<file path="config.mk">
export PLATFORM = sky130hd
export DESIGN_NAME = gge_ctrl
export DESIGN_NICKNAME = d
export VERILOG_FILES = /design/src/gge_pkg.sv /design/src/gge_ctrl.sv
export SDC_FILE = /design/constraint.sdc
export NUM_CORES = 1
export LEC_CHECK = 0
export BUFFER_PORTS_ARGS = -buffer_cell sky130_fd_sc_hd__buf_2
export CORE_MARGIN = 2
export CORE_UTILIZATION = 25
export DETAILED_ROUTE_END_ITERATION = 8
export PLACE_DENSITY = 0.58
export SLEW_MARGIN = 20
export SYNTH_ARGS = -nofsm -noshare
export SYNTH_HDL_FRONTEND = slang
export SYNTH_SLANG_ARGS = --single-unit
</file>
<file path="constraint.sdc">
create_clock -name i_clk -period 2.2 [get_ports i_clk]
set_clock_uncertainty 0.1 [all_clocks]
set_input_delay 0.22 -clock i_clk [delete_from_list [all_inputs] [get_ports i_clk]]
set_output_delay 0.22 -clock i_clk [all_outputs]
set_load 0.02 [all_outputs]
</file>
<file path="src/gge_pkg.sv">
// ----------------------------------------------------------------------------
// gge_pkg
// shared types and constants of the grid gradient engine
// ----------------------------------------------------------------------------
package gge_pkg;

    localparam int unsigned DENS_W = 32;
    localparam int unsigned GRAD_W = 33;

    localparam logic [2:0] REG_ACTIVE_DIMS = 3'd0;
    localparam logic [2:0] REG_SIZE_X      = 3'd1;
    localparam logic [2:0] REG_SIZE_Y      = 3'd2;
    localparam logic [2:0] REG_SIZE_Z      = 3'd3;
    localparam logic [2:0] REG_SUBSTRATES  = 3'd4;
    localparam logic [2:0] REG_WIDTH_X     = 3'd5;
    localparam logic [2:0] REG_WIDTH_Y     = 3'd6;
    localparam logic [2:0] REG_WIDTH_Z     = 3'd7;

    localparam logic OP_WRITE = 1'b0;
    localparam logic OP_QUERY = 1'b1;

    typedef enum logic [3:0] {
        ST_IDLE,
        ST_CHECK,
        ST_RD_UP,
        ST_RD_DN,
        ST_CAP_DN,
        ST_DIV_START,
        ST_DIV_WAIT,
        ST_NEXT_AXIS,
        ST_OUT
    } t_state;

    // controller -> datapath
    typedef struct packed {
        logic       load;
        logic       wr_en;
        logic       rd_up;
        logic       rd_dn;
        logic       cap_up;
        logic       cap_dn;
        logic       div_start;
        logic [1:0] axis;
        logic       store_grad;
        logic       out_load;
    } t_cmd;

    // datapath -> controller
    typedef struct packed {
        logic       err;
        logic       is_query;
        logic [1:0] dims;
        logic       div_done;
    } t_status;

endpackage

</file>
<file path="src/gge_ctrl.sv">
// ----------------------------------------------------------------------------
// gge_ctrl
// sequencer: store write, or per-axis neighbor reads and divide; result hand-off
// ----------------------------------------------------------------------------
module gge_ctrl (
    input  logic            i_clk,
    input  logic            i_rst_n,
    input  logic            i_in_valid,
    output logic            o_in_stall,
    output logic            o_out_valid,
    input  logic            i_out_stall,
    input  gge_pkg::t_status i_status,
    output gge_pkg::t_cmd   o_cmd
);
    gge_pkg::t_state r_state, n_state;
    logic [1:0]      r_axis, n_axis;
    logic            r_out_valid, n_out_valid;

    always_ff @(posedge i_clk) begin
        if (!i_rst_n) begin
            r_state     <= gge_pkg::ST_IDLE;
            r_axis      <= 2'd0;
            r_out_valid <= 1'b0;
        end else begin
            r_state     <= n_state;
            r_axis      <= n_axis;
            r_out_valid <= n_out_valid;
        end
    end

    always_comb begin
        n_state     = r_state;
        n_axis      = r_axis;
        n_out_valid = r_out_valid;
        o_cmd       = '0;
        o_cmd.axis  = r_axis;
        o_in_stall  = 1'b1;
        if (r_out_valid && !i_out_stall) begin
            n_out_valid = 1'b0;
        end
        case (r_state)
            gge_pkg::ST_IDLE: begin
                o_in_stall = 1'b0;
                if (i_in_valid) begin
                    o_cmd.load = 1'b1;
                    n_state    = gge_pkg::ST_CHECK;
                end
            end
            gge_pkg::ST_CHECK: begin
                n_axis = 2'd0;
                if (i_status.err || !i_status.is_query) begin
                    o_cmd.wr_en = !i_status.err;
                    n_state     = gge_pkg::ST_OUT;
                end else begin
                    n_state = gge_pkg::ST_RD_UP;
                end
            end
            gge_pkg::ST_RD_UP: begin
                o_cmd.rd_up = 1'b1;
                n_state     = gge_pkg::ST_RD_DN;
            end
            gge_pkg::ST_RD_DN: begin
                o_cmd.rd_dn  = 1'b1;
                o_cmd.cap_up = 1'b1;
                n_state      = gge_pkg::ST_CAP_DN;
            end
            gge_pkg::ST_CAP_DN: begin
                o_cmd.cap_dn = 1'b1;
                n_state      = gge_pkg::ST_DIV_START;
            end
            gge_pkg::ST_DIV_START: begin
                o_cmd.div_start = 1'b1;
                n_state         = gge_pkg::ST_DIV_WAIT;
            end
            gge_pkg::ST_DIV_WAIT: begin
                if (i_status.div_done) begin
                    o_cmd.store_grad = 1'b1;
                    n_state          = gge_pkg::ST_NEXT_AXIS;
                end
            end
            gge_pkg::ST_NEXT_AXIS: begin
                if ({1'b0, r_axis} + 3'd1 < {1'b0, i_status.dims}) begin
                    n_axis  = r_axis + 2'd1;
                    n_state = gge_pkg::ST_RD_UP;
                end else begin
                    n_state = gge_pkg::ST_OUT;
                end
            end
            gge_pkg::ST_OUT: begin
                // result register is reloaded once it is empty or its result is taken in the same cycle
                if (!r_out_valid || !i_out_stall) begin
                    o_cmd.out_load = 1'b1;
                    n_out_valid    = 1'b1;
                    n_state        = gge_pkg::ST_IDLE;
                end
            end
            default: n_state = gge_pkg::ST_IDLE;
        endcase
    end

    assign o_out_valid = r_out_valid;
endmodule

</file>
# Word-level counts from Yosys, hierarchy flattened
# Index checks and enable logic that the tools add are counted.
[word_totals]
ff_bits = 7
inputBits = 9
out_inout_bits = 13
[op_classes]
muxes = 24
n_reduce_logical = 11
n_addsub = 2
n_eq_ne = 12
magnitude_cmp = 1
[ops]
columns = ["cell", "n"]
rows = [
  ["case mux 4 bit (9 select lines)", 1],
  ["two-way mux 4 bit", 5],
  ["equality test 4 x 3 -> 1 bit, second input constant", 4],
  ["two-way mux 1 bit", 15],
  ["equality test 4 x 2 -> 1 bit, second input constant", 2],
  ["!= test 2 bit, second input constant", 4],
  ["equality test 4 x 1 -> 1 bit, second input constant", 1],
  ["equality test 4 bit, second input constant", 1],
  ["zero test 1 bit", 4],
  ["zero test 4 bit", 1],
  ["two-way mux 2 bit", 2],
  ["case mux 2 bit (2 select lines)", 1],
  ["adder 2 x 1 -> 3 bit, second input constant", 1],
  ["< comparator 3 x 2 -> 1 bit", 1],
  ["AND reduction 3 bit", 1],
  ["adder 2 x 1 -> 2 bit, second input constant", 1],
  ["logical OR 1 bit", 2],
  ["AND reduction 2 bit", 1],
  ["nonzero test 2 bit", 1],
  ["logical AND 1 bit", 1],
]

# Logic depth before layout (Yosys ltp)
# Gate-level depths: netlist of the first run.
[depth]
word_depth = 5
mapped_depth = 6

# Worst setup path before layout of the first run
# No wires, ideal clock.
[synth_path]
path_type = "register -> register"
startpoint = "register r_axis[0]"
endpoint = "register r_axis[0]"
path_buffers = 0
t_arrival_ns = 1.583
path_stages_with_launch = 5
path_slack_ns = 0.383
setup_ns = 0.134
path_cell_list = "dfxtp_1 > fa_1 > nor2b_1 > a2111oi_4 > o21ai_0"
[synth_via]
elab_chain_len = 4
word_cells_on_any_way = 7
cone_classes = "add/sub (2); order compare (1); eq/ne (1); mux (2); reduce/logical (1)"
[synth_lines]
columns = ["item", "line_no", "source"]
rows = [
  ["from (decl)", "gge_ctrl.sv:16", "logic [1:0] r_axis, n_axis;"],
  ["from (signal assigned)", "gge_ctrl.sv:26", "r_axis <= n_axis;"],
  ["adder 2 x 1 -> 3 bit", "gge_ctrl.sv:82", "if ({1'b0, r_axis} + 3'd1 < {1'b0, i_status.dims}) begin"],
  ["< comparator 3 x 2 -> 1 bit", "gge_ctrl.sv:82", ""],
  ["!= test 2 bit (no line)", "--", ""],
  ["AND reduction 2 bit (no line)", "--", ""],
]
# Several ways; a longest one is shown, not always the timed one. The select of a mux whose other input is x is not followed.
# A chain may end at the register's enable or synchronous reset.

# Worst setup path after layout of the first run
[layout_path]
startpoint = "register r_axis[0]"
endpoint = "register r_axis[1]"
# The elaborated chain is that of the path after synthesis.

==> summary.md, run 1 <==
| Metric | Value |
|---|---|
| # diodes | 0 |
| Final hold violation count | 0 |
| RD Place Congestion | 0.759 |
| Die Wd | 46.7 um |
| Post-synthesis sequential area ratio | 30.7% |
| Post-CTS resize count | 0 |
| Largest net degree at the start of global routing | 10 |
| Io pins | 22 |
| RSZ-0062 raised after global routing | no |
| Setup TNS | 0 ps |
| Actual slew at the worst max-slew pin | 356 ps |
| Total Wirelength | 1.09 mm |
| Worst Hold Class | input pin to flop |
| FMAX | 557 MHz |
| Rows | 15 |
| Iter 0 DRT Violations | 9 |
| Post-synth EDFFs | 0 |
| Leak | 0.284 nW |
| Fill cells | 195 |
| PD cells | 508 nW/um2 |
| CP arrival | 1820 ps |
| First-pass GRT wire length | 1.72 mm |
| Top-area cell type share of the netlist area | 30.7% |
| Post-Layout Inst Area | 604 um2 |
| # hold bufs at CTS | 0 |
| Clock-pin slew on the worst setup and hold paths | 50 ps |
| Fraction of layout cells with a size suffix above 1 | 33.3% |
| Fin nets | 90 |
| Cell accounting for the most synthesized area | dfxtp_1 |
| # DRC | 0 |
| Bufs on Longest Clock Path | 2 |
| Maximum vdd ir drop | 0.000157 V |
| Setup CP Type | flop to flop |
| All-Layer GR Usage | 11.7% |
| Number of global-route vias before repair | 440 |
| Vias/cell | 4.56 |
| Die area | 2180 um2 |
| Synth warnings | 0 |
| Ranking of synthesized cells by area | dfxtp_1 31%, nor3_1 7.7%, a2111oi_4 6.0% |
| FFs w/ async S/R, synth | 0% |
| CTS tree | yes |
| Slew headroom | 76.2% |
| CP endpoint kind | flop |
| Placed instance area | 578 um2 |
| Pins over their slew limit | 0 |
| Worst Path Required | 2220 ps |
| Cell count of the worst hold path | 3 |
| Die Y | 46.7 um |
| Post-synthesis net count | 66 |
| Final setup violation count | 0 |
| Initial Utilization | 26.4% |
| Unique masters post-synth | 23 |
| DP HPWL | 888 um |
| Worst-Skew Late Latency | 260 ps |
| Count of input and output buffers | 21 |
| Outcome | complete, no violations |
| FF+latch count, synth | 7 |
| TritonCTS buffer count | 3 |
| ANT nets after route | 0 |
| Cell Count, Final, Fillers Out | 103 |
| Synthesized cell area | 457 um2 |
| CP Launch Type | flop |
| Final period utilization | 81.7% |
| Primary FF master, synth | dfxtp_1 |
| Post-synth top cells | 7 x dfxtp_1, 7 x nor3_1, 5 x nand2_1 |
| Post-layout min period | 1800 ps |
| CTS H-tree lvls | 1 |
| Reg2Reg Depth | 4 |
| Number of max-cap violations | 0 |
| Core region area | 1730 um2 |
| Drt pass-1 iters | 4 |
| CTS root buffer | clkbuf_4 |
| Syn Area/Cell | 8.30 um2 |
| Placed cells | 99 |
| Drt wl/cell | 10.5 um |
| Post-CTS setup buffer count | 0 |
| Clock sinks | 7 |
| Initial antenna violation count | 0 |
| Via count | 470 |
| Layout area overhead | 32.3% |
| Final global-route overflow total | 0 |
| CP max FO | 6 |
| Cells after Synth | 55 |
## area by class of cell
type                    instances  area [um2]  share of cell area, %
inverters                       2        7.51                   1.24
clock buffers                   4        26.3                   4.35
multi-input cells              44         294                   48.7
repair buffers                 21         105                   17.4
flip-flops and latches          7         140                   23.2
well taps                      25        31.3                   5.18
## stage by stage
stage	utilization, %	hold WS (ps)	worst slack [ps]	power [W]
after detailed placement	33.5	416	381	0.000190
after global routing	35.0	171	283	0.000325
final	35.0	163	404	0.000307
after global placement	33.5	411	460	0.000189
after CTS	35.0	163	374	0.000310
after floorplan	-	238	383	0.000169
## path summary, 6_finish.rpt
| path | slack [ps] | from | end |
|---|---|---|---|
| worst max-delay path | 400 | r_axis[0] | r_axis[1] |
| worst min-delay path | 160 | i_out_stall | o_out_valid |
| worst min register to register | 410 | o_out_valid | o_out_valid |
| worst max register to register | 400 | r_axis[0] | r_axis[1] |
## worst max-delay path, stage by stage (launching register included)
cell and delay, ps:
dfxtp_1 430, fa_1 420, nor2b_1 180, a2111oi_4 380, o21ai_0 160
## power breakdown
group | internal (W) | switching, W
combinational | 0.0000215 | 0.0000296
sequential | 0.000131 | 0.00000549
clock | 0.0000694 | 0.0000504
total | 0.000222 | 0.0000855
## cell usage in the layout, fill, tap and decap left out
| master | synthesis | final |
|---|---|---|
| buf_2 | 0 | 21 |
| nor3_1 | 7 | 7 |
| dfxtp_1 | 7 | 7 |
| nand2_1 | 5 | 5 |
| nor2b_1 | 3 | 3 |
| nor2_1 | 3 | 3 |
| a21oi_1 | 3 | 3 |
| nand3_1 | 3 | 3 |
| o21ai_0 | 3 | 3 |
| clkbuf_4 | 0 | 3 |
| nand2b_1 | 2 | 2 |
| inv_1 | 2 | 2 |
| nand3b_1 | 2 | 2 |
| and3_1 | 2 | 2 |
| o21a_1 | 2 | 2 |
| nand2b_4 | 1 | 1 |
| and2b_1 | 1 | 1 |
| a2111oi_4 | 1 | 1 |
| a21boi_0 | 1 | 1 |
| nor4_1 | 1 | 1 |
| xor2_1 | 1 | 1 |
| o22ai_1 | 1 | 1 |
| fa_1 | 1 | 1 |
| ha_1 | 1 | 1 |
| clkbuf_1 | 0 | 1 |
## flip-flops by register name, indices dropped and copies added (netlist names)
| signal | count |
|---|---|
| r_axis | 2 |
| o_out_valid | 1 |
| r_state | 4 |
## cells by family (layout without fill, tap and decap cells)
group | after synthesis | count (layout) | synth area share, %
AOI/OAI and AO/OA | 11 | 11 | 18.9
xor gates and xnor gates | 1 | 1 | 1.92
adders and majority gates | 2 | 2 | 7.12
buffers and inverters | 4 | 27 | 4.93
DFF | 7 | 7 | 30.7
and+or+nand+nor | 30 | 30 | 36.4
## per-layer routing
| metal | track usage, % | wire length, um | vias to the layer above | part of all wire [%] |
|---|---|---|---|---|
| li1 | - | - | 241 | - |
| met1 | 12.9 | 478 | 207 | 44 |
| met2 | 18.3 | 510 | 17 | 47 |
| met3 | 2.31 | 48 | 5 | 4.4 |
| met4 | 11.7 | 48 | 0 | 4.4 |
| met5 | 0 | 0 | - | 0 |
Note: power is estimated with default switching activity, not from simulation.
==> run 2: changes to the inputs <==
- PLACE_DENSITY: 0.58 -> 0.59
- clock period: 2.2 -> 1.6 ns (I/O delays scaled with it)
==> run 2 against run 1 <==
The run now ends with setup timing left. Global-route usage is 0.16 points lower. Critical path type unchanged. Setup slack got worse by 520 ps. Combinational power grew 45%. Die area unchanged. Core utilization is 3.2 points higher. Critical path depth increased by 1. Via count up 2.6%. Flip-flop and latch count unchanged. Fmax up 4.5%. Wire length shrank 3.9%. Clock-buffer cell count did not move.
==> summary.md, run 2 (synthesized netlist as in run 1, its figures left out) <==
| Metric | Value |
|---|---|
| Outcome | complete, but fails checks |
| Failing checks | setup timing |
| Vias/cell | 4.55 (-0.35%) |
| Drt wl/cell | 9.85 um (-6.6%) |
| Number of global-route vias before repair | 397 (-9.8%) |
| Fraction of layout cells with a size suffix above 1 | 48.1% (+15 points) |
| Core region area | 1730 um2 (unchanged) |
| Placed instance area | 616 um2 (+6.5%) |
| Die Y | 46.7 um (unchanged) |
| Critical R2R Launch | r_axis[0] |
| RD Place Congestion | 0.799 (+5.2%) |
| CP endpoint kind | flop |
| Clock sinks | 7 (unchanged) |
| Largest Register | r_state |
| CTS root buffer | clkbuf_4 |
| Slew headroom | 75.7% (-0.54 points) |
| PD cells | 640 nW/um2 (+26%) |
| # hold bufs at CTS | 0 (unchanged) |
| # DRC | 0 (unchanged) |
| Final period utilization | 107% (+26 points) |
| Total Wirelength | 1.04 mm (-3.9%) |
| ANT nets after route | 0 (unchanged) |
| Drt pass-1 iters | 4 (unchanged) |
| Largest net degree at the start of global routing | 9 (-1) |
| Fin nets | 93 (+3.3%) |
| Worst Hold Class | input pin to flop |
| Maximum vdd ir drop | 0.000276 V (+75%) |
| Initial Utilization | 26.4% (unchanged) |
| Leak | 0.316 nW (+11%) |
| CP arrival | 1790 ps (-30 ps) |
| Final hold violation count | 0 (unchanged) |
| Clock-pin slew on the worst setup and hold paths | 50 ps (about the same) |
| Post-Layout Inst Area | 659 um2 (+9.1%) |
| Initial antenna violation count | 0 (unchanged) |
| Cell Count, Final, Fillers Out | 106 (+2.9%) |
| CTS tree | yes |
| Bufs on Longest Clock Path | 2 (unchanged) |
| Cell count of the worst hold path | 3 (unchanged) |
| Highest-count cells in the layout ignoring fill and taps | 21 x buf_2, 6 x nor3_1 |
| FMAX | 582 MHz (+4.5%) |
| TritonCTS buffer count | 3 (unchanged) |
| Max FFs per register | 4 (unchanged) |
| Number of max-cap violations | 0 (unchanged) |
| Hold Startpoint | i_out_stall |
| Pins over their slew limit | 0 (unchanged) |
| Final setup violation count | 4 (+4) |
| CTS H-tree lvls | 1 (unchanged) |
| R2R Setup Slk | -120 ps (-520 ps) |
| Count of input and output buffers | 21 (unchanged) |
| Placed cells | 102 (+3.0%) |
| All-Layer GR Usage | 11.5% (-0.16 points) |
| Io pins | 22 (unchanged) |
| # diodes | 0 (unchanged) |
| Critical Path Start | r_axis[0] |
| Iter 0 DRT Violations | 2 (-7) |
| Actual slew at the worst max-slew pin | 365 ps (+8.12 ps) |
| Reg2Reg Depth | 5 (+1) |
| Worst Slack Setup Final | -118 ps (-522 ps) |
| Final global-route overflow total | 0 (unchanged) |
| Post-layout min period | 1720 ps (-78.1 ps) |
| Worst-Skew Late Latency | 250 ps (about the same) |
| Worst Path Required | 1680 ps (-540 ps) |
| RSZ-0062 raised after global routing | yes |
| Via count | 482 (+2.6%) |
| CP Launch Type | flop |
| First-pass GRT wire length | 1.65 mm (-4.0%) |
| Die area | 2180 um2 (unchanged) |
| CP max FO | 5 (-1) |
| Commonest non-fill, non-tap cell in the layout | buf_2 |
| Fill cells | 204 (+4.6%) |
| Layout area overhead | 44.4% |
| Setup CP Type | flop to flop |
| DP HPWL | 878 um (-1.1%) |
| Die Wd | 46.7 um (unchanged) |
| Rows | 15 (unchanged) |
## run 2: report_power, final
| group | leakage, nW | internal, W | switching (W) |
|---|---|---|---|
| sequential | 0.0592 | 0.000177 | 0.00000869 |
| combinational | 0.242 | 0.0000328 | 0.0000413 |
| clock | 0.0150 | 0.0000953 | 0.0000668 |
## run 2: worst max-delay path, cell delays in order (launching register included)
cell	delay [ps]
dfxtp_4	340
fa_1	470
nor2b_4	150
a2111oi_4	380
nand3b_1	120
o21ai_0	80
## run 2: worst paths after layout
| path | end |
|---|---|
| max | r_axis[0] |
| min | o_out_valid |
| max reg2reg | r_axis[0] |
| min reg2reg | r_state[0] |
## run 2: final cells by class
cell class	count	area (um2)	share of cell area, %
multi-input cells	44	317	48.0
flip-flops and latches	7	150	22.8
repair buffers	24	128	19.4
well taps	25	31.3	4.74
clock buffers	4	26.3	3.98
inverters	2	7.51	1.14
## run 2: layer usage
layer | global-route usage [%] | vias up | part of all wire [%]
met5 | 0 | - | 0
li1 | - | 247 | -
met3 | 4.62 | 2 | 5.9
met4 | 8.33 | 0 | 1.9
met1 | 13.6 | 219 | 46
met2 | 16.9 | 14 | 46
## run 2: repair_timing
item                                    CTS  global route
setup buffers                             0             0
endpoints found under the setup margin    4             8
pin swaps                                 1             1
gates resized for setup                   0             7
## run 2: stage by stage
step | worst slack [ps] | TNS [ps] | hold slack [ps] | power [W] | utilization (%)
floorplan | -74.1 | -181 | 178 | 0.000231 | -
global placement | -68.6 | -169 | 356 | 0.000259 | 35.7
detailed placement | -121 | -311 | 360 | 0.000260 | 35.7
CTS | -132 | -384 | 89.4 | 0.000427 | 37.2
global route | -230 | -693 | 92.6 | 0.000457 | 38.2
finish | -118 | -353 | 103 | 0.000422 | 38.2
